$ cat src/hw/rtl/tpgc_pkg.sv
// Package for the touch press and gesture classifier.
// Holds the beat payload types, the register codes, the controller states and the
// command and status groups shared by the controller and the datapath. No dependencies.
package tpgc_pkg;

    localparam int RAW_W   = 12;
    localparam int PRES_W  = 13;
    localparam int TIME_W  = 32;
    localparam int HOLD_W  = 16;
    localparam int POINT_W = 9;
    localparam int COORD_W = 12;
    localparam int PROD_W  = 24;
    localparam int CFG_W   = 16;
    localparam int CFG_IDX_W = 3;

    localparam logic [TIME_W-1:0] GRACE_MS    = 32'd60;
    localparam logic [TIME_W-1:0] MIN_HOLD_MS = 32'd30;
    localparam logic [PRES_W-1:0] PRES_OFFSET = 13'd4095;

    localparam logic [RAW_W-1:0]  RST_X_LEFT    = 12'd3896;
    localparam logic [RAW_W-1:0]  RST_X_RIGHT   = 12'd176;
    localparam logic [RAW_W-1:0]  RST_Y_TOP     = 12'd193;
    localparam logic [RAW_W-1:0]  RST_Y_BOTTOM  = 12'd3782;
    localparam logic [2:0]        RST_ORIENT    = 3'd0;
    localparam logic [PRES_W-1:0] RST_THRESHOLD = 13'd400;
    localparam logic [HOLD_W-1:0] RST_LONG_MS   = 16'd800;
    localparam logic [HOLD_W-1:0] RST_RECAL_MS  = 16'd5000;

    typedef struct packed {
        logic [TIME_W-1:0] now_ms;
        logic [RAW_W-1:0]  pressure_a;
        logic [RAW_W-1:0]  pressure_b;
        logic [RAW_W-1:0]  x_first;
        logic [RAW_W-1:0]  x_second;
        logic [RAW_W-1:0]  y_first;
        logic [RAW_W-1:0]  y_second;
    } sample_t;

    typedef enum logic [1:0] {
        EV_NONE  = 2'd0,
        EV_TAP   = 2'd1,
        EV_LONG  = 2'd2,
        EV_RECAL = 2'd3
    } event_t;

    typedef struct packed {
        event_t             event_res;
        logic [POINT_W-1:0] point_x;
        logic [POINT_W-1:0] point_y;
        logic               is_pressed;
        logic [TIME_W-1:0]  held_ms;
        logic [PRES_W-1:0]  pressure;
    } result_t;

    typedef enum logic [CFG_IDX_W-1:0] {
        CFG_X_LEFT    = 3'd0,
        CFG_X_RIGHT   = 3'd1,
        CFG_Y_TOP     = 3'd2,
        CFG_Y_BOTTOM  = 3'd3,
        CFG_ORIENT    = 3'd4,
        CFG_THRESHOLD = 3'd5,
        CFG_LONG_MS   = 3'd6,
        CFG_RECAL_MS  = 3'd7
    } cfg_index_t;

    typedef enum logic [2:0] {
        ST_IDLE,
        ST_EVAL,
        ST_MUL,
        ST_DIV_START,
        ST_DIV_WAIT,
        ST_LAND,
        ST_PUBLISH
    } ctrl_state_t;

    typedef struct packed {
        logic load;
        logic eval;
        logic mul;
        logic div_start;
        logic div_store;
        logic land;
        logic publish;
        logic axis;
    } dp_cmd_t;

    typedef struct packed {
        logic start_press;
        logic div_done;
    } dp_status_t;

endpackage

$ cat src/hw/rtl/tpgc_divider.sv
// Restoring unsigned divider, one quotient bit per cycle.
// Depends on tpgc_pkg for the operand widths.
module tpgc_divider (
    input  logic                        clk,
    input  logic                        rst_n,
    input  logic                        start,
    input  logic [tpgc_pkg::PROD_W-1:0] dividend,
    input  logic [tpgc_pkg::RAW_W-1:0]  divisor,
    output logic                        done,
    output logic [tpgc_pkg::PROD_W-1:0] quotient
);
    import tpgc_pkg::*;

    localparam int CNT_W = $clog2(PROD_W);
    localparam logic [CNT_W-1:0] LAST_STEP = CNT_W'(PROD_W - 1);

    logic                busy_reg;
    logic                done_reg;
    logic [CNT_W-1:0]    count_reg;
    logic [RAW_W-1:0]    rem_reg;
    logic [PROD_W-1:0]   quo_reg;
    logic [RAW_W-1:0]    div_reg;
    logic [RAW_W:0]      shifted;
    logic [RAW_W:0]      diff;
    logic                fits;

    assign shifted = {rem_reg, quo_reg[PROD_W-1]};
    assign diff    = shifted - {1'b0, div_reg};
    assign fits    = (shifted >= {1'b0, div_reg});

    always_ff @(posedge clk or negedge rst_n)
    begin
        if (!rst_n)
        begin
            busy_reg  <= 1'b0;
            done_reg  <= 1'b0;
            count_reg <= '0;
        end
        else
        begin
            done_reg <= 1'b0;
            if (start)
            begin
                busy_reg  <= 1'b1;
                count_reg <= '0;
            end
            else if (busy_reg)
            begin
                count_reg <= count_reg + 1'b1;
                if (count_reg == LAST_STEP)
                begin
                    busy_reg <= 1'b0;
                    done_reg <= 1'b1;
                end
            end
        end
    end

    always_ff @(posedge clk)
    begin
        if (start)
        begin
            quo_reg <= dividend;
            rem_reg <= '0;
            div_reg <= divisor;
        end
        else if (busy_reg)
        begin
            rem_reg <= fits ? diff[RAW_W-1:0] : shifted[RAW_W-1:0];
            quo_reg <= {quo_reg[PROD_W-2:0], fits};
        end
    end

    assign done     = done_reg;
    assign quotient = quo_reg;

endmodule

$ cat src/hw/rtl/tpgc_datapath.sv
// Datapath of the classifier: configuration registers, press state, landing point
// mapping and the output register. Depends on tpgc_pkg and tpgc_divider.
module tpgc_datapath #(
    parameter int PANEL_WIDTH  = 240,
    parameter int PANEL_HEIGHT = 320,
    parameter int DEBOUNCE_MS  = 50
) (
    input  logic                           clk,
    input  logic                           rst_n,
    input  tpgc_pkg::sample_t              in_data,
    output tpgc_pkg::result_t              out_data,
    input  logic                           cfg_we,
    input  logic [tpgc_pkg::CFG_IDX_W-1:0] cfg_index,
    input  logic [tpgc_pkg::CFG_W-1:0]     cfg_data,
    input  tpgc_pkg::dp_cmd_t              cmd,
    output tpgc_pkg::dp_status_t           status
);
    import tpgc_pkg::*;

    localparam logic [COORD_W-1:0] TOP_X    = COORD_W'(PANEL_WIDTH - 1);
    localparam logic [COORD_W-1:0] TOP_Y    = COORD_W'(PANEL_HEIGHT - 1);
    localparam logic [TIME_W-1:0]  DEBOUNCE = TIME_W'(DEBOUNCE_MS);

    logic [RAW_W-1:0]   x_left_reg, x_right_reg, y_top_reg, y_bottom_reg;
    logic [2:0]         orient_reg;
    logic [PRES_W-1:0]  threshold_reg;
    logic [HOLD_W-1:0]  long_ms_reg, recal_ms_reg;

    logic               pressed_reg;
    logic [TIME_W-1:0]  press_start_reg, last_contact_reg, last_release_reg;
    logic [POINT_W-1:0] landing_x_reg, landing_y_reg;
    event_t             event_reg;

    sample_t            sample_reg;
    logic [PROD_W-1:0]  prod_reg;
    logic [RAW_W-1:0]   den_reg;
    logic               zero_reg;
    logic [COORD_W-1:0] top_reg;
    logic [COORD_W-1:0] px_reg, py_reg;
    result_t            out_reg;

    logic [PRES_W-1:0]  pres_sum;
    logic [PRES_W-1:0]  pressure;
    logic [RAW_W:0]     x_sum, y_sum;
    logic [RAW_W-1:0]   raw_x, raw_y;
    logic               touching;
    logic [TIME_W-1:0]  since_release, since_contact, held;
    logic               start_press, end_press;
    event_t             hold_class;

    logic [RAW_W-1:0]   axis_v, axis_lo, axis_hi;
    logic [COORD_W-1:0] axis_top;
    logic [RAW_W:0]     num, den;
    logic [RAW_W-1:0]   num_mag, den_mag;
    logic               div_done;
    logic [PROD_W-1:0]  quotient;
    logic [COORD_W-1:0] mapped;
    logic [COORD_W-1:0] sx, sy;

    assign pres_sum = {1'b0, sample_reg.pressure_a} + PRES_OFFSET;
    assign pressure = (pres_sum >= {1'b0, sample_reg.pressure_b})
                    ? pres_sum - {1'b0, sample_reg.pressure_b} : '0;
    assign x_sum    = {1'b0, sample_reg.x_first} + {1'b0, sample_reg.x_second};
    assign y_sum    = {1'b0, sample_reg.y_first} + {1'b0, sample_reg.y_second};
    assign raw_x    = RAW_W'(x_sum >> 1);
    assign raw_y    = RAW_W'(y_sum >> 1);

    assign touching      = (pressure >= threshold_reg);
    assign since_release = sample_reg.now_ms - last_release_reg;
    assign since_contact = sample_reg.now_ms - last_contact_reg;
    assign held          = last_contact_reg - press_start_reg;
    assign start_press   = touching && !pressed_reg && (since_release >= DEBOUNCE);
    assign end_press     = !touching && pressed_reg && (since_contact >= GRACE_MS);

    always_comb
    begin
        priority if (held < MIN_HOLD_MS)
            hold_class = EV_NONE;
        else if (held >= {16'd0, recal_ms_reg})
            hold_class = EV_RECAL;
        else if (held >= {16'd0, long_ms_reg})
            hold_class = EV_LONG;
        else
            hold_class = EV_TAP;
    end

    // The swap bit exchanges the raw axes before either is mapped.
    always_comb
    begin
        if (cmd.axis)
        begin
            axis_v   = orient_reg[2] ? raw_x : raw_y;
            axis_lo  = y_top_reg;
            axis_hi  = y_bottom_reg;
            axis_top = TOP_Y;
        end
        else
        begin
            axis_v   = orient_reg[2] ? raw_y : raw_x;
            axis_lo  = x_left_reg;
            axis_hi  = x_right_reg;
            axis_top = TOP_X;
        end
    end

    assign num     = {1'b0, axis_v} - {1'b0, axis_lo};
    assign den     = {1'b0, axis_hi} - {1'b0, axis_lo};
    assign num_mag = num[RAW_W] ? RAW_W'(-num) : num[RAW_W-1:0];
    assign den_mag = den[RAW_W] ? RAW_W'(-den) : den[RAW_W-1:0];

    tpgc_divider u_div (
        .clk      (clk),
        .rst_n    (rst_n),
        .start    (cmd.div_start),
        .dividend (prod_reg),
        .divisor  (den_reg),
        .done     (div_done),
        .quotient (quotient)
    );

    // A quotient of the wrong sign clamps to zero; one beyond the panel edge clamps to the edge.
    always_comb
    begin
        if (zero_reg)
            mapped = '0;
        else if (quotient > {12'd0, top_reg})
            mapped = top_reg;
        else
            mapped = quotient[COORD_W-1:0];
    end

    always_comb
    begin
        unique case (orient_reg[1:0])
            2'd0:
            begin
                sx = px_reg;
                sy = py_reg;
            end
            2'd1:
            begin
                sx = py_reg;
                sy = TOP_X - px_reg;
            end
            2'd2:
            begin
                sx = TOP_X - px_reg;
                sy = TOP_Y - py_reg;
            end
            default:
            begin
                sx = TOP_Y - py_reg;
                sy = px_reg;
            end
        endcase
    end

    always_ff @(posedge clk or negedge rst_n)
    begin
        if (!rst_n)
        begin
            x_left_reg    <= RST_X_LEFT;
            x_right_reg   <= RST_X_RIGHT;
            y_top_reg     <= RST_Y_TOP;
            y_bottom_reg  <= RST_Y_BOTTOM;
            orient_reg    <= RST_ORIENT;
            threshold_reg <= RST_THRESHOLD;
            long_ms_reg   <= RST_LONG_MS;
            recal_ms_reg  <= RST_RECAL_MS;
        end
        else if (cfg_we)
        begin
            unique case (cfg_index_t'(cfg_index))
                CFG_X_LEFT:    x_left_reg    <= cfg_data[RAW_W-1:0];
                CFG_X_RIGHT:   x_right_reg   <= cfg_data[RAW_W-1:0];
                CFG_Y_TOP:     y_top_reg     <= cfg_data[RAW_W-1:0];
                CFG_Y_BOTTOM:  y_bottom_reg  <= cfg_data[RAW_W-1:0];
                CFG_ORIENT:    orient_reg    <= cfg_data[2:0];
                CFG_THRESHOLD: threshold_reg <= cfg_data[PRES_W-1:0];
                CFG_LONG_MS:   long_ms_reg   <= cfg_data[HOLD_W-1:0];
                CFG_RECAL_MS:  recal_ms_reg  <= cfg_data[HOLD_W-1:0];
                default:       orient_reg    <= orient_reg;
            endcase
        end
    end

    always_ff @(posedge clk or negedge rst_n)
    begin
        if (!rst_n)
        begin
            pressed_reg      <= 1'b0;
            press_start_reg  <= '0;
            last_contact_reg <= '0;
            last_release_reg <= '0;
            landing_x_reg    <= '0;
            landing_y_reg    <= '0;
        end
        else
        begin
            if (cmd.eval)
            begin
                if (touching)
                    last_contact_reg <= sample_reg.now_ms;
                if (start_press)
                begin
                    pressed_reg     <= 1'b1;
                    press_start_reg <= sample_reg.now_ms;
                end
                else if (end_press)
                begin
                    pressed_reg      <= 1'b0;
                    last_release_reg <= sample_reg.now_ms;
                end
            end
            if (cmd.land)
            begin
                landing_x_reg <= sx[POINT_W-1:0];
                landing_y_reg <= sy[POINT_W-1:0];
            end
        end
    end

    always_ff @(posedge clk)
    begin
        if (cmd.load)
            sample_reg <= in_data;
        if (cmd.eval)
            event_reg <= end_press ? hold_class : EV_NONE;
        if (cmd.mul)
        begin
            prod_reg <= num_mag * axis_top;
            den_reg  <= den_mag;
            zero_reg <= (num == '0) || (den == '0) || (num[RAW_W] != den[RAW_W]);
            top_reg  <= axis_top;
        end
        if (cmd.div_store)
        begin
            if (cmd.axis)
                py_reg <= mapped;
            else
                px_reg <= mapped;
        end
        if (cmd.publish)
        begin
            out_reg.event_res  <= event_reg;
            out_reg.point_x    <= landing_x_reg;
            out_reg.point_y    <= landing_y_reg;
            out_reg.is_pressed <= pressed_reg;
            out_reg.held_ms    <= pressed_reg ? sample_reg.now_ms - press_start_reg : '0;
            out_reg.pressure   <= pressure;
        end
    end

    assign status.start_press = start_press;
    assign status.div_done    = div_done;
    assign out_data           = out_reg;

endmodule

$ cat src/hw/rtl/tpgc_ctrl.sv
// Controller state machine: sequences one sample through evaluation, the two axis
// divisions of a new press and the output register. Depends on tpgc_pkg.
module tpgc_ctrl (
    input  logic                 clk,
    input  logic                 rst_n,
    input  logic                 in_valid,
    output logic                 in_ready,
    output logic                 out_valid,
    input  logic                 out_ready,
    output tpgc_pkg::dp_cmd_t    cmd,
    input  tpgc_pkg::dp_status_t status
);
    import tpgc_pkg::*;

    ctrl_state_t state_reg, state_next;
    logic        axis_reg, axis_next;
    logic        out_valid_reg, out_valid_next;

    always_ff @(posedge clk or negedge rst_n)
    begin
        if (!rst_n)
        begin
            state_reg     <= ST_IDLE;
            axis_reg      <= 1'b0;
            out_valid_reg <= 1'b0;
        end
        else
        begin
            state_reg     <= state_next;
            axis_reg      <= axis_next;
            out_valid_reg <= out_valid_next;
        end
    end

    always_comb
    begin
        state_next = state_reg;
        axis_next  = axis_reg;
        cmd        = '0;
        cmd.axis   = axis_reg;
        in_ready   = 1'b0;
        unique case (state_reg)
            ST_IDLE:
            begin
                in_ready = 1'b1;
                if (in_valid)
                begin
                    cmd.load   = 1'b1;
                    state_next = ST_EVAL;
                end
            end
            ST_EVAL:
            begin
                cmd.eval  = 1'b1;
                axis_next = 1'b0;
                if (status.start_press)
                    state_next = ST_MUL;
                else
                    state_next = ST_PUBLISH;
            end
            ST_MUL:
            begin
                cmd.mul    = 1'b1;
                state_next = ST_DIV_START;
            end
            ST_DIV_START:
            begin
                cmd.div_start = 1'b1;
                state_next    = ST_DIV_WAIT;
            end
            ST_DIV_WAIT:
            begin
                if (status.div_done)
                begin
                    cmd.div_store = 1'b1;
                    if (axis_reg)
                        state_next = ST_LAND;
                    else
                    begin
                        axis_next  = 1'b1;
                        state_next = ST_MUL;
                    end
                end
            end
            ST_LAND:
            begin
                cmd.land   = 1'b1;
                state_next = ST_PUBLISH;
            end
            ST_PUBLISH:
            begin
                if (!out_valid_reg || out_ready)
                begin
                    cmd.publish = 1'b1;
                    state_next  = ST_IDLE;
                end
            end
            default:
            begin
                state_next = ST_IDLE;
            end
        endcase
    end

    always_comb
    begin
        priority if (cmd.publish)
            out_valid_next = 1'b1;
        else if (out_ready)
            out_valid_next = 1'b0;
        else
            out_valid_next = out_valid_reg;
    end

    assign out_valid = out_valid_reg;

endmodule

$ cat src/hw/rtl/touch_press_gesture_classifier.sv
// Top level of the touch press and gesture classifier.
// Joins tpgc_ctrl and tpgc_datapath; depends on tpgc_pkg.
//
// Each input beat is one touch sample and yields exactly one result beat. A sample that
// starts no press goes from evaluation straight to the output register; a sample that
// starts a press maps both axes, x and then y, through one shared restoring divider that
// resolves one quotient bit a cycle. A result beat that is still waiting when the next
// one is ready holds the next sample back until it is taken. One sample is in work at a
// time; the output register lets the next sample enter while a result still waits to be
// taken. Configuration writes take effect at once and belong to idle periods.
module touch_press_gesture_classifier #(
    parameter int PANEL_WIDTH  = 240,
    parameter int PANEL_HEIGHT = 320,
    parameter int DEBOUNCE_MS  = 50
) (
    input  logic                           clk,
    input  logic                           rst_n,
    input  logic                           in_valid,
    output logic                           in_ready,
    input  tpgc_pkg::sample_t              in_data,
    output logic                           out_valid,
    input  logic                           out_ready,
    output tpgc_pkg::result_t              out_data,
    input  logic                           cfg_we,
    input  logic [tpgc_pkg::CFG_IDX_W-1:0] cfg_index,
    input  logic [tpgc_pkg::CFG_W-1:0]     cfg_data
);
    import tpgc_pkg::*;

    dp_cmd_t    cmd;
    dp_status_t status;

    tpgc_ctrl u_ctrl (
        .clk       (clk),
        .rst_n     (rst_n),
        .in_valid  (in_valid),
        .in_ready  (in_ready),
        .out_valid (out_valid),
        .out_ready (out_ready),
        .cmd       (cmd),
        .status    (status)
    );

    tpgc_datapath #(
        .PANEL_WIDTH  (PANEL_WIDTH),
        .PANEL_HEIGHT (PANEL_HEIGHT),
        .DEBOUNCE_MS  (DEBOUNCE_MS)
    ) u_dp (
        .clk       (clk),
        .rst_n     (rst_n),
        .in_data   (in_data),
        .out_data  (out_data),
        .cfg_we    (cfg_we),
        .cfg_index (cfg_index),
        .cfg_data  (cfg_data),
        .cmd       (cmd),
        .status    (status)
    );

endmodule

$ cat config.mk
export PLATFORM = sky130hd
export DESIGN_NAME = touch_press_gesture_classifier
export DESIGN_NICKNAME = d
export VERILOG_FILES = /design/src/hw/rtl/tpgc_pkg.sv /design/src/hw/rtl/tpgc_divider.sv /design/src/hw/rtl/tpgc_datapath.sv /design/src/hw/rtl/tpgc_ctrl.sv /design/src/hw/rtl/touch_press_gesture_classifier.sv
export SDC_FILE = /design/constraint.sdc
export NUM_CORES = 1
export LEC_CHECK = 0
export BUFFER_PORTS_ARGS = -buffer_cell sky130_fd_sc_hd__buf_2
export CELL_PAD_IN_SITES_DETAIL_PLACEMENT = 1
export CELL_PAD_IN_SITES_GLOBAL_PLACEMENT = 2
export CORE_MARGIN = 5
export CORE_UTILIZATION = 41
export DETAILED_ROUTE_END_ITERATION = 10
export PLACE_DENSITY = 0.93
export SYNTH_ARGS = -nofsm -noshare
export SYNTH_HDL_FRONTEND = slang
export SYNTH_SLANG_ARGS = --single-unit
$ cat constraint.sdc
create_clock -name clk -period 11.5 [get_ports clk]
set_input_delay 1.725 -clock clk [delete_from_list [all_inputs] [get_ports clk]]
set_output_delay 1.725 -clock clk [all_outputs]
set_load 0.02 [all_outputs]
Yosys cells after proc, flatten, opt, wreduce, memory -nomap -nowiden
Cells that the tools add are included.
Widths: inputs -> output; s select.
Word-level totals
  bits in registers: 507
  input bits: 128
  output and inout port bits: 68
  logic and storage cells: 177
Operators by class
  add/sub/neg operators: 16
  $mul: 1
  magnitude comparators: 9
  eq/ne operators: 20
  mux-type cells: 49
  bitwise gates (word level): 3
  reductions and logical operators: 36
Operators by type and width (count)
  $sub 32x32->32: 4
  $mux 12: 8
  $ge 32x16->1: 2
  $ge 32x6->1 const B: 2
  $pmux 9 s3: 2
  $mux 24: 2
  $lt 32x5->1 const B: 1
  $reduce_and 2->1: 14
  $mux 9: 3
  $add 12x12->13: 2
  $ge 13x12->1: 2
  $logic_not 13->1: 2
  $sub 12x12->13: 2
  $gt 24x9->1: 1
  $neg 12->12: 2
  $mux 1: 22
  $eq 3x3->1 const B: 7
  $mul 12x9->21: 1
  $pmux 3 s7: 1
  $mux 3: 5
  $add 12x12->13 const B: 1
  $ge 13x13->1: 1
  $mux 13: 1
  $sub 13x12->13: 1
  24 further kinds: 45

Logic depth before layout (Yosys ltp)
Gate-level depths: netlist of the first run.
  depth in word-level cells: 9
  mapped depth: 42
  mapped depth without buffers: 41

By module
From an unflattened synthesis of the first run, not the netlist that was laid out.
Unflattened totals
  cell total of the unflattened synthesis: 3221
  area total of the unflattened synthesis: 33784.9 µm²
Modules (own cells, without submodules)
  tpgc_datapath: times used 1, cells an instance 2938, area an instance 30534.3 µm², seq. area each 12105.4 µm²
  tpgc_divider: times used 1, cells an instance 244, area an instance 2894.0 µm², seq. area each 1496.4 µm²
  tpgc_ctrl: times used 1, cells an instance 39, area an instance 356.6 µm², seq. area each 125.1 µm²

Worst setup path before layout of the first run
No wires, ideal clock.
  path kind: flip-flop to flip-flop
  from: reg u_dp.sample_reg[1] (netlist bit)
  to: reg u_dp.prod_reg[20] (data pin)
  setup time: 260 ps
  data arrival time: 8130 ps
  data required time: 11240 ps
  path slack: 3111 ps
  stages on the path, launching flop included: 41
  path buffers: 1
  clock period less this slack: 8389 ps
  cell sequence: edfxtp_1 -> ha_1 -> a31o_2 -> a21oi_1 -> o21ai_0 -> a21oi_1 -> nor2b_1 -> o21ai_0 -> nand2b_1 -> or2_2 -> nand3_1 -> o21ai_0 -> ha_1 -> nor2_1 -> o21ba_2 -> a211oi_1 -> o21ai_0 -> a21oi_1 -> (+5 left out) -> inv_1 -> fa_1 -> inv_1 -> ha_1 -> inv_1 -> fa_1 -> fa_1 -> nor2b_1 -> o21ai_0 -> a21boi_0 -> o21ai_0 -> a21boi_0 -> o2111ai_1 -> a31oi_1 -> nand4_1 -> nand3b_1 -> a21oi_1 -> xnor2_1
On the way
  longest elaborated chain between the ends: 7
  elaborated cells between the ends (all ways): 8
  classes of those cells: add/sub (3); mul (1); mux (4)
Ends and longest elaborated chain
  start, declared: line tpgc_datapath.sv:34  | sample_t sample_reg;
  start signal, assigned: line tpgc_datapath.sv:226  | sample_reg <= in_data;
  $add 12x12->13 *: line tpgc_datapath.sv:64  | assign y_sum = {1'b0, sample_reg.y_first} + {1'b0, sample_reg.y_second};
  $mux 12 (on tied branches): line tpgc_datapath.sv:99, tpgc_datapath.sv:92
  $mux 12 *: line tpgc_datapath.sv:90  | if (cmd.axis)
  $sub 12x12->13 *: line tpgc_datapath.sv:106  | assign num = {1'b0, axis_v} - {1'b0, axis_lo};
  $neg 12->12: line tpgc_datapath.sv:108  | assign num_mag = num[RAW_W] ? RAW_W'(-num) : num[RAW_W-1:0];
  $mux 12 *: line tpgc_datapath.sv:108
  $mul 12x9->21 *: line tpgc_datapath.sv:231  | prod_reg <= num_mag * axis_top;
  end signal, assigned: line tpgc_datapath.sv:231
  end, declared: line tpgc_datapath.sv:35  | logic [PROD_W-1:0] prod_reg;
Every way passes the cells marked *; elsewhere a longest branch is shown, timed or not.
A chain may end at the register's enable or synchronous reset.

Worst setup path in the final report of the first run
  from: reg u_ctrl.axis_reg
  to: reg u_dp.prod_reg[20] (data pin)
On the way
  longest elaborated chain between the ends: 5
  elaborated cells between the ends (all ways): 7
  classes of those cells: add/sub (2); mul (1); mux (4)
Ends and longest elaborated chain
  start, declared: line tpgc_ctrl.sv:16  | logic axis_reg, axis_next;
  start signal, assigned: line tpgc_ctrl.sv:30  | axis_reg <= axis_next;
  $mux 12: line tpgc_datapath.sv:90
  $sub 12x12->13: line tpgc_datapath.sv:106
  $neg 12->12: line tpgc_datapath.sv:108
  $mux 12: line tpgc_datapath.sv:108
  $mul 12x9->21 *: line tpgc_datapath.sv:231
Marked as above.

==> flow_metrics.tcl, run 1 <==
set metrics [dict create \
    gp_congestion 0.870 \
    yosys.area.top_type "edfxtp_1" \
    async_flop_share_pct 44.9 \
    critPathBufInv 4 \
    critPathRequiredTime_ps 11870 \
    fp.dieH_um 297 \
    crit_family "compound AO/OA/AOI/OAI gates" \
    drv_slew 0 \
    yosysSeqAreaShare_pct 40.7 \
    clk_pin_slew_ps 70 \
    die_area_um2 88000 \
    ios 196 \
    port_buffers 195 \
    ant_nets 0 \
    hold_viol_final 0 \
    grt_pass1_vias 26800 \
    antenna_found_initial 15 \
    syn_nets 3740 \
    yosysWarnings 0 \
    grtUsageTotal_pct 20.8 \
    ys_top_cells_by_area "edfxtp_1 (23%), dfrtp_1 (14%), ha_1 (11%)" \
    largest_register_ff_count 104 \
    vias_per_cell 5.46 \
    ys_seq_elements 497 \
    max_slew.worst_pin.slew_ps 1180 \
    final.setup_skew_ps 39.9 \
    status "completed" \
    min_path_type "register to register" \
    cts_buffers 58 \
    fin_cells 4539 \
    netlist_area_um2 33700 \
    crit_path_end_kind "register" \
    finalSetupTns_ps 0 \
    slowest_delay_ps 810 \
    grt_overflow_total 0 \
    worst_ep_arrival_time_ps 10380 \
    drtIter0Drc 1076 \
    hpwl_um 69900 \
    vias 24800 \
    clk_path_buf_depth 3 \
    critPathSlowestCell "dfrtp_2" \
    rsz0062_at_grt "false" \
    core_area_um2 81800 \
    htreeDepth 2 \
    drive_gt1_share_pct 17.1 \
    nets 3911 \
    relSlewSlack_pct 21.1 \
    timing.final.crit_share_pct 87.0 \
    finalHoldWorstSlack_ps 419 \
    cts.sinks 497 \
    root_buffer "clkbuf_16" \
    clock_latency_ps 640 \
    syn_inst 3243 \
    cts_resized 0 \
    grt_pass1_wl_um 147000 \
    synth_top_area_share_pct 23.4 \
    synth_edf_count 262 \
    syn_avg_cell_area_um2 10.4 \
    cts_tree "yes" \
    drtPass1Iterations 5 \
    dpl.cell_count 4424 \
    report.final.setup_viol 0 \
    startpoint_type "register" \
    cp_common_cell "fa_1" \
    die_w_um 297 \
    drc 0 \
    synth.distinct_cells 95 \
    synth_top_cells_by_count "inv_1 (344), ha_1 (299), edfxtp_1 (262)" \
    hold_buffers 0 \
    rows 105 \
    criticalPathCategory "register to register" \
    wl_per_cell_um 20.3 \
    finalCriticalPeriod_ps 10010 \
    post_cts_buffers 0 \
    grt_max_degree 91 \
    max_freq_ghz 0.0999 \
    start_util_pct 41.2 \
    syn2layout_area_growth_pct 12.0 \
    wl_um 92200 \
    worstPathMaxFanout 24 \
    maxCapViolCount 0 \
    yosysMostFrequentCell "inv_1" \
    ys.flop_type "edfxtp_1" \
]
[layout by cell type, fill, tap and decap left out, types with 17 or more instances in the layout]
cell / synthesis / routed
xor2_1: 70 / 69
edfxtp_1: 262 / 262
mux2i_1: 38 / 38
mux2_4: 58 / 58
nand3_1: 48 / 48
buf_4: 2 / 18
o21bai_1: 18 / 18
and3_1: 20 / 20
buf_2: 8 / 194
nor2b_1: 47 / 47
o21a_1: 39 / 39
nand4_1: 45 / 45
o21ai_0: 169 / 169
a21boi_0: 20 / 20
a21oi_1: 184 / 184
fa_1: 70 / 70
clkbuf_16: 0 / 61
or3_1: 17 / 17
a21o_1: 69 / 69
nor2_1: 211 / 209
nand2_1: 213 / 213
xnor2_1: 99 / 99
dfrtp_1: 192 / 191
nor3_1: 61 / 61
a211oi_1: 29 / 29
a31oi_1: 21 / 21
mux2_2: 154 / 154
ha_1: 299 / 299
clkbuf_1: 77 / 17
dfstp_2: 31 / 31
o211ai_1: 18 / 18
inv_1: 344 / 344
nand2b_1: 47 / 46
nor4_1: 20 / 20
[logic make-up (layout without fill, tap and decap cells)]
kind of cell / Yosys count / in the layout / share of synthesized area [%]
compound gates: 690 / 690 / 13.2
xor+xnor: 169 / 169 / 4.39
fa+ha+maj: 369 / 369 / 15.3
buf+inv: 446 / 667 / 5.25
flops: 497 / 497 / 40.7
mux: 255 / 255 / 9.16
other cells: 1 / 6 / 0.0111
simple gates: 816 / 816 / 12.0
[metrics by stage]
stage	cell area (um^2)	utilization (%)	setup slack [ps]
2_1_floorplan	33700	-	3110
3_3_place_gp	35700	43.6	1920
3_5_place_dp	35700	43.6	1460
4_1_cts	37700	46.1	1380
5_1_grt	37700	46.1	510
6_report	37700	46.1	1490
[layer usage]
metal	part of all wire (%)	track usage, %	vias to the layer above
li1	-	-	11900
met1	45	26.8	12200
met4	3.3	6.52	18
met2	48	35.9	437
met5	0.12	0	-
met3	4.1	3.46	174
[path summary, 6_finish.rpt]
path | cells after the start | startpoint | slack, ps | to
min reg2reg | 0 | u_dp.den_reg[1]$_DFFE_PP_ | 420 | u_dp.u_div.div_reg[1]$_DFFE_PP_
min | 0 | u_dp.den_reg[1]$_DFFE_PP_ | 420 | u_dp.u_div.div_reg[1]$_DFFE_PP_
max in group asynchronous | 2 | rst_n | 8830 | u_ctrl.axis_reg$_DFFE_PN0P_
max | 33 | u_ctrl.axis_reg$_DFFE_PN0P_ | 1490 | u_dp.prod_reg[20]$_DFFE_PP_
max reg2reg | 33 | u_ctrl.axis_reg$_DFFE_PN0P_ | 1490 | u_dp.prod_reg[20]$_DFFE_PP_
min in group asynchronous | 1 | rst_n | 1100 | u_dp.last_release_reg[24]$_DFFE_PN0P_
[cell type report]
type                       count  area (um^2)
antenna                        5         12.5
clock buffer                  80         1620
clock inverter                30          388
fill                        9085        44100
inverter                     344         1290
multi-input combinational   2300        18200
sequential                   497        13700
tap                         1070         1340
timing repair buffer         213         1120
Power of run 1 is left out: the tool's default activity adds up to more than one toggle a clock period on the data nets, which glitch-free logic cannot reach.
==> run 2, diff against run 1 <==
--- a/config.mk
+++ b/config.mk
@@ -12,6 +12,7 @@
 export CORE_UTILIZATION = 41
 export DETAILED_ROUTE_END_ITERATION = 10
 export PLACE_DENSITY = 0.93
+export RECOVER_POWER = 25
 export SYNTH_ARGS = -nofsm -noshare
 export SYNTH_HDL_FRONTEND = slang
 export SYNTH_SLANG_ARGS = --single-unit
==> flow_metrics.tcl, run 2 (same netlist as run 1, synthesis figures left out) <==
set metrics [dict create \
    status "complete, but fails checks" \
    violations "max-capacitance violations, max-slew violations" \
    clk_path_buf_depth 3 \
    pre_cts_slack_ps 1460 \
    report.final.setup_viol 0 \
    drive_gt1_share_pct 16.6 \
    max_freq_ghz 0.100 \
    fp.dieH_um 297 \
    htreeDepth 2 \
    wl_per_cell_um 20.3 \
    syn2layout_area_growth_pct 11.8 \
    grt_overflow_total 0 \
    cts_tree "yes" \
    grt_max_degree 91 \
    critPathRequiredTime_ps 11870 \
    hpwl_um 69900 \
    critPathBufInv 4 \
    finalSetupTns_ps 0 \
    relSlewSlack_pct -258 \
    gp_congestion 0.870 \
    rsz0062_at_grt "false" \
    min_path_type "register to register" \
    die_area_um2 88000 \
    rows 105 \
    fin_cells 4539 \
    placed_area_um2 35700 \
    startpoint_type "register" \
    grt_pass1_wl_um 147000 \
    crit_family "compound AO/OA/AOI/OAI gates" \
    start_util_pct 41.2 \
    ios 196 \
    setup_ws_ps 1500 \
    clk_pin_slew_ps 70 \
    reg2reg_slack_ps 1500 \
    nets 3911 \
    worstPathMaxFanout 24 \
    largest_register_ff_count 104 \
    root_buffer "clkbuf_16" \
    vias_per_cell 5.47 \
    cts_resized 0 \
    grt_pass1_vias 26800 \
    maxCapViolCount 3 \
    criticalPathCategory "register to register" \
    drc 0 \
    grtUsageTotal_pct 20.8 \
    core_area_um2 81800 \
    post_cts_buffers 0 \
    nFillCells 9101 \
    cp_common_cell "fa_1" \
    drtIter0Drc 1138 \
    vias 24900 \
    die_w_um 297 \
    clock_latency_ps 640 \
    dpl.cell_count 4424 \
    finalInstanceArea_um2 37700 \
    hold_buffers 0 \
    wl_um 92100 \
    cts.sinks 497 \
    port_buffers 195 \
    max_slew.worst_pin.slew_ps 5370 \
    critPathSlowestCell "dfrtp_2" \
    crit_path_end_kind "register" \
    most-common-layout-cells "inv_1 (344), ha_1 (299), edfxtp_1 (262), nand2_1 (213), nor2_1 (210)" \
    antenna_found_initial 15 \
    drv_slew 165 \
    drtPass1Iterations 5 \
    worst_ep_arrival_time_ps 10380 \
    final_common_cell "inv_1" \
    timing.final.crit_share_pct 87.0 \
    cts_buffers 58 \
    hold_viol_final 0 \
    final.setup_skew_ps 39.0 \
    slowest_delay_ps 800 \
    ant_nets 0 \
    finalCriticalPeriod_ps 10000 \
]
run 2: path summary, 6_finish.rpt:
path	from	endpoint	depth (start not counted)
hold reg to reg	u_dp.den_reg[1]$_DFFE_PP_	u_dp.u_div.div_reg[1]$_DFFE_PP_	0
setup reg to reg	u_ctrl.axis_reg$_DFFE_PN0P_	u_dp.prod_reg[20]$_DFFE_PP_	33
setup / recovery	u_ctrl.axis_reg$_DFFE_PN0P_	u_dp.prod_reg[20]$_DFFE_PP_	33
min in group asynchronous	rst_n	u_dp.last_release_reg[24]$_DFFE_PN0P_	1
hold / removal	u_dp.den_reg[1]$_DFFE_PP_	u_dp.u_div.div_reg[1]$_DFFE_PP_	0
max in group asynchronous	rst_n	u_ctrl.axis_reg$_DFFE_PN0P_	2
run 2: worst reg2reg max path: cells and delay by family (launching register included):
kind,cells,cell delay [ps]
AOI/OAI and AO/OA,13,3020
adders and majority gates,7,2980
xor gates and xnor gates,3,1430
DFF,1,800
and+or+nand+nor,5,660
muxes,1,440
buffers and inverters,4,420
run 2: stage by stage:
stage          hold slack (ps)  utilization, %
2_1_floorplan              400               -
3_3_place_gp               401            43.6
3_5_place_dp               411            43.6
4_1_cts                    425            46.1
5_1_grt                    432            46.0
6_report                   420            46.0
run 2: final cells by class:
cell class / count / area (um^2) / area share, %
diodes: 5 / 12.5 / 0.0332
clock buffers: 80 / 1620 / 4.29
clock inverters: 30 / 388 / 1.03
inverters: 344 / 1290 / 3.43
multi-input cells: 2300 / 18200 / 48.3
flip-flops and latches: 497 / 13700 / 36.4
well taps: 1070 / 1340 / 3.55
repair buffers: 213 / 1090 / 2.89
run 2: routing by layer:
| metal | wire, um | vias up | GRT usage [%] |
|---|---|---|---|
| li1 | - | 11900 | - |
| met1 | 41100 | 12300 | 26.8 |
| met2 | 43900 | 446 | 35.9 |
| met3 | 4010 | 170 | 3.46 |
| met4 | 3010 | 18 | 6.52 |
| met5 | 106 | - | 0 |
Power of run 2 is left out for the same reason.
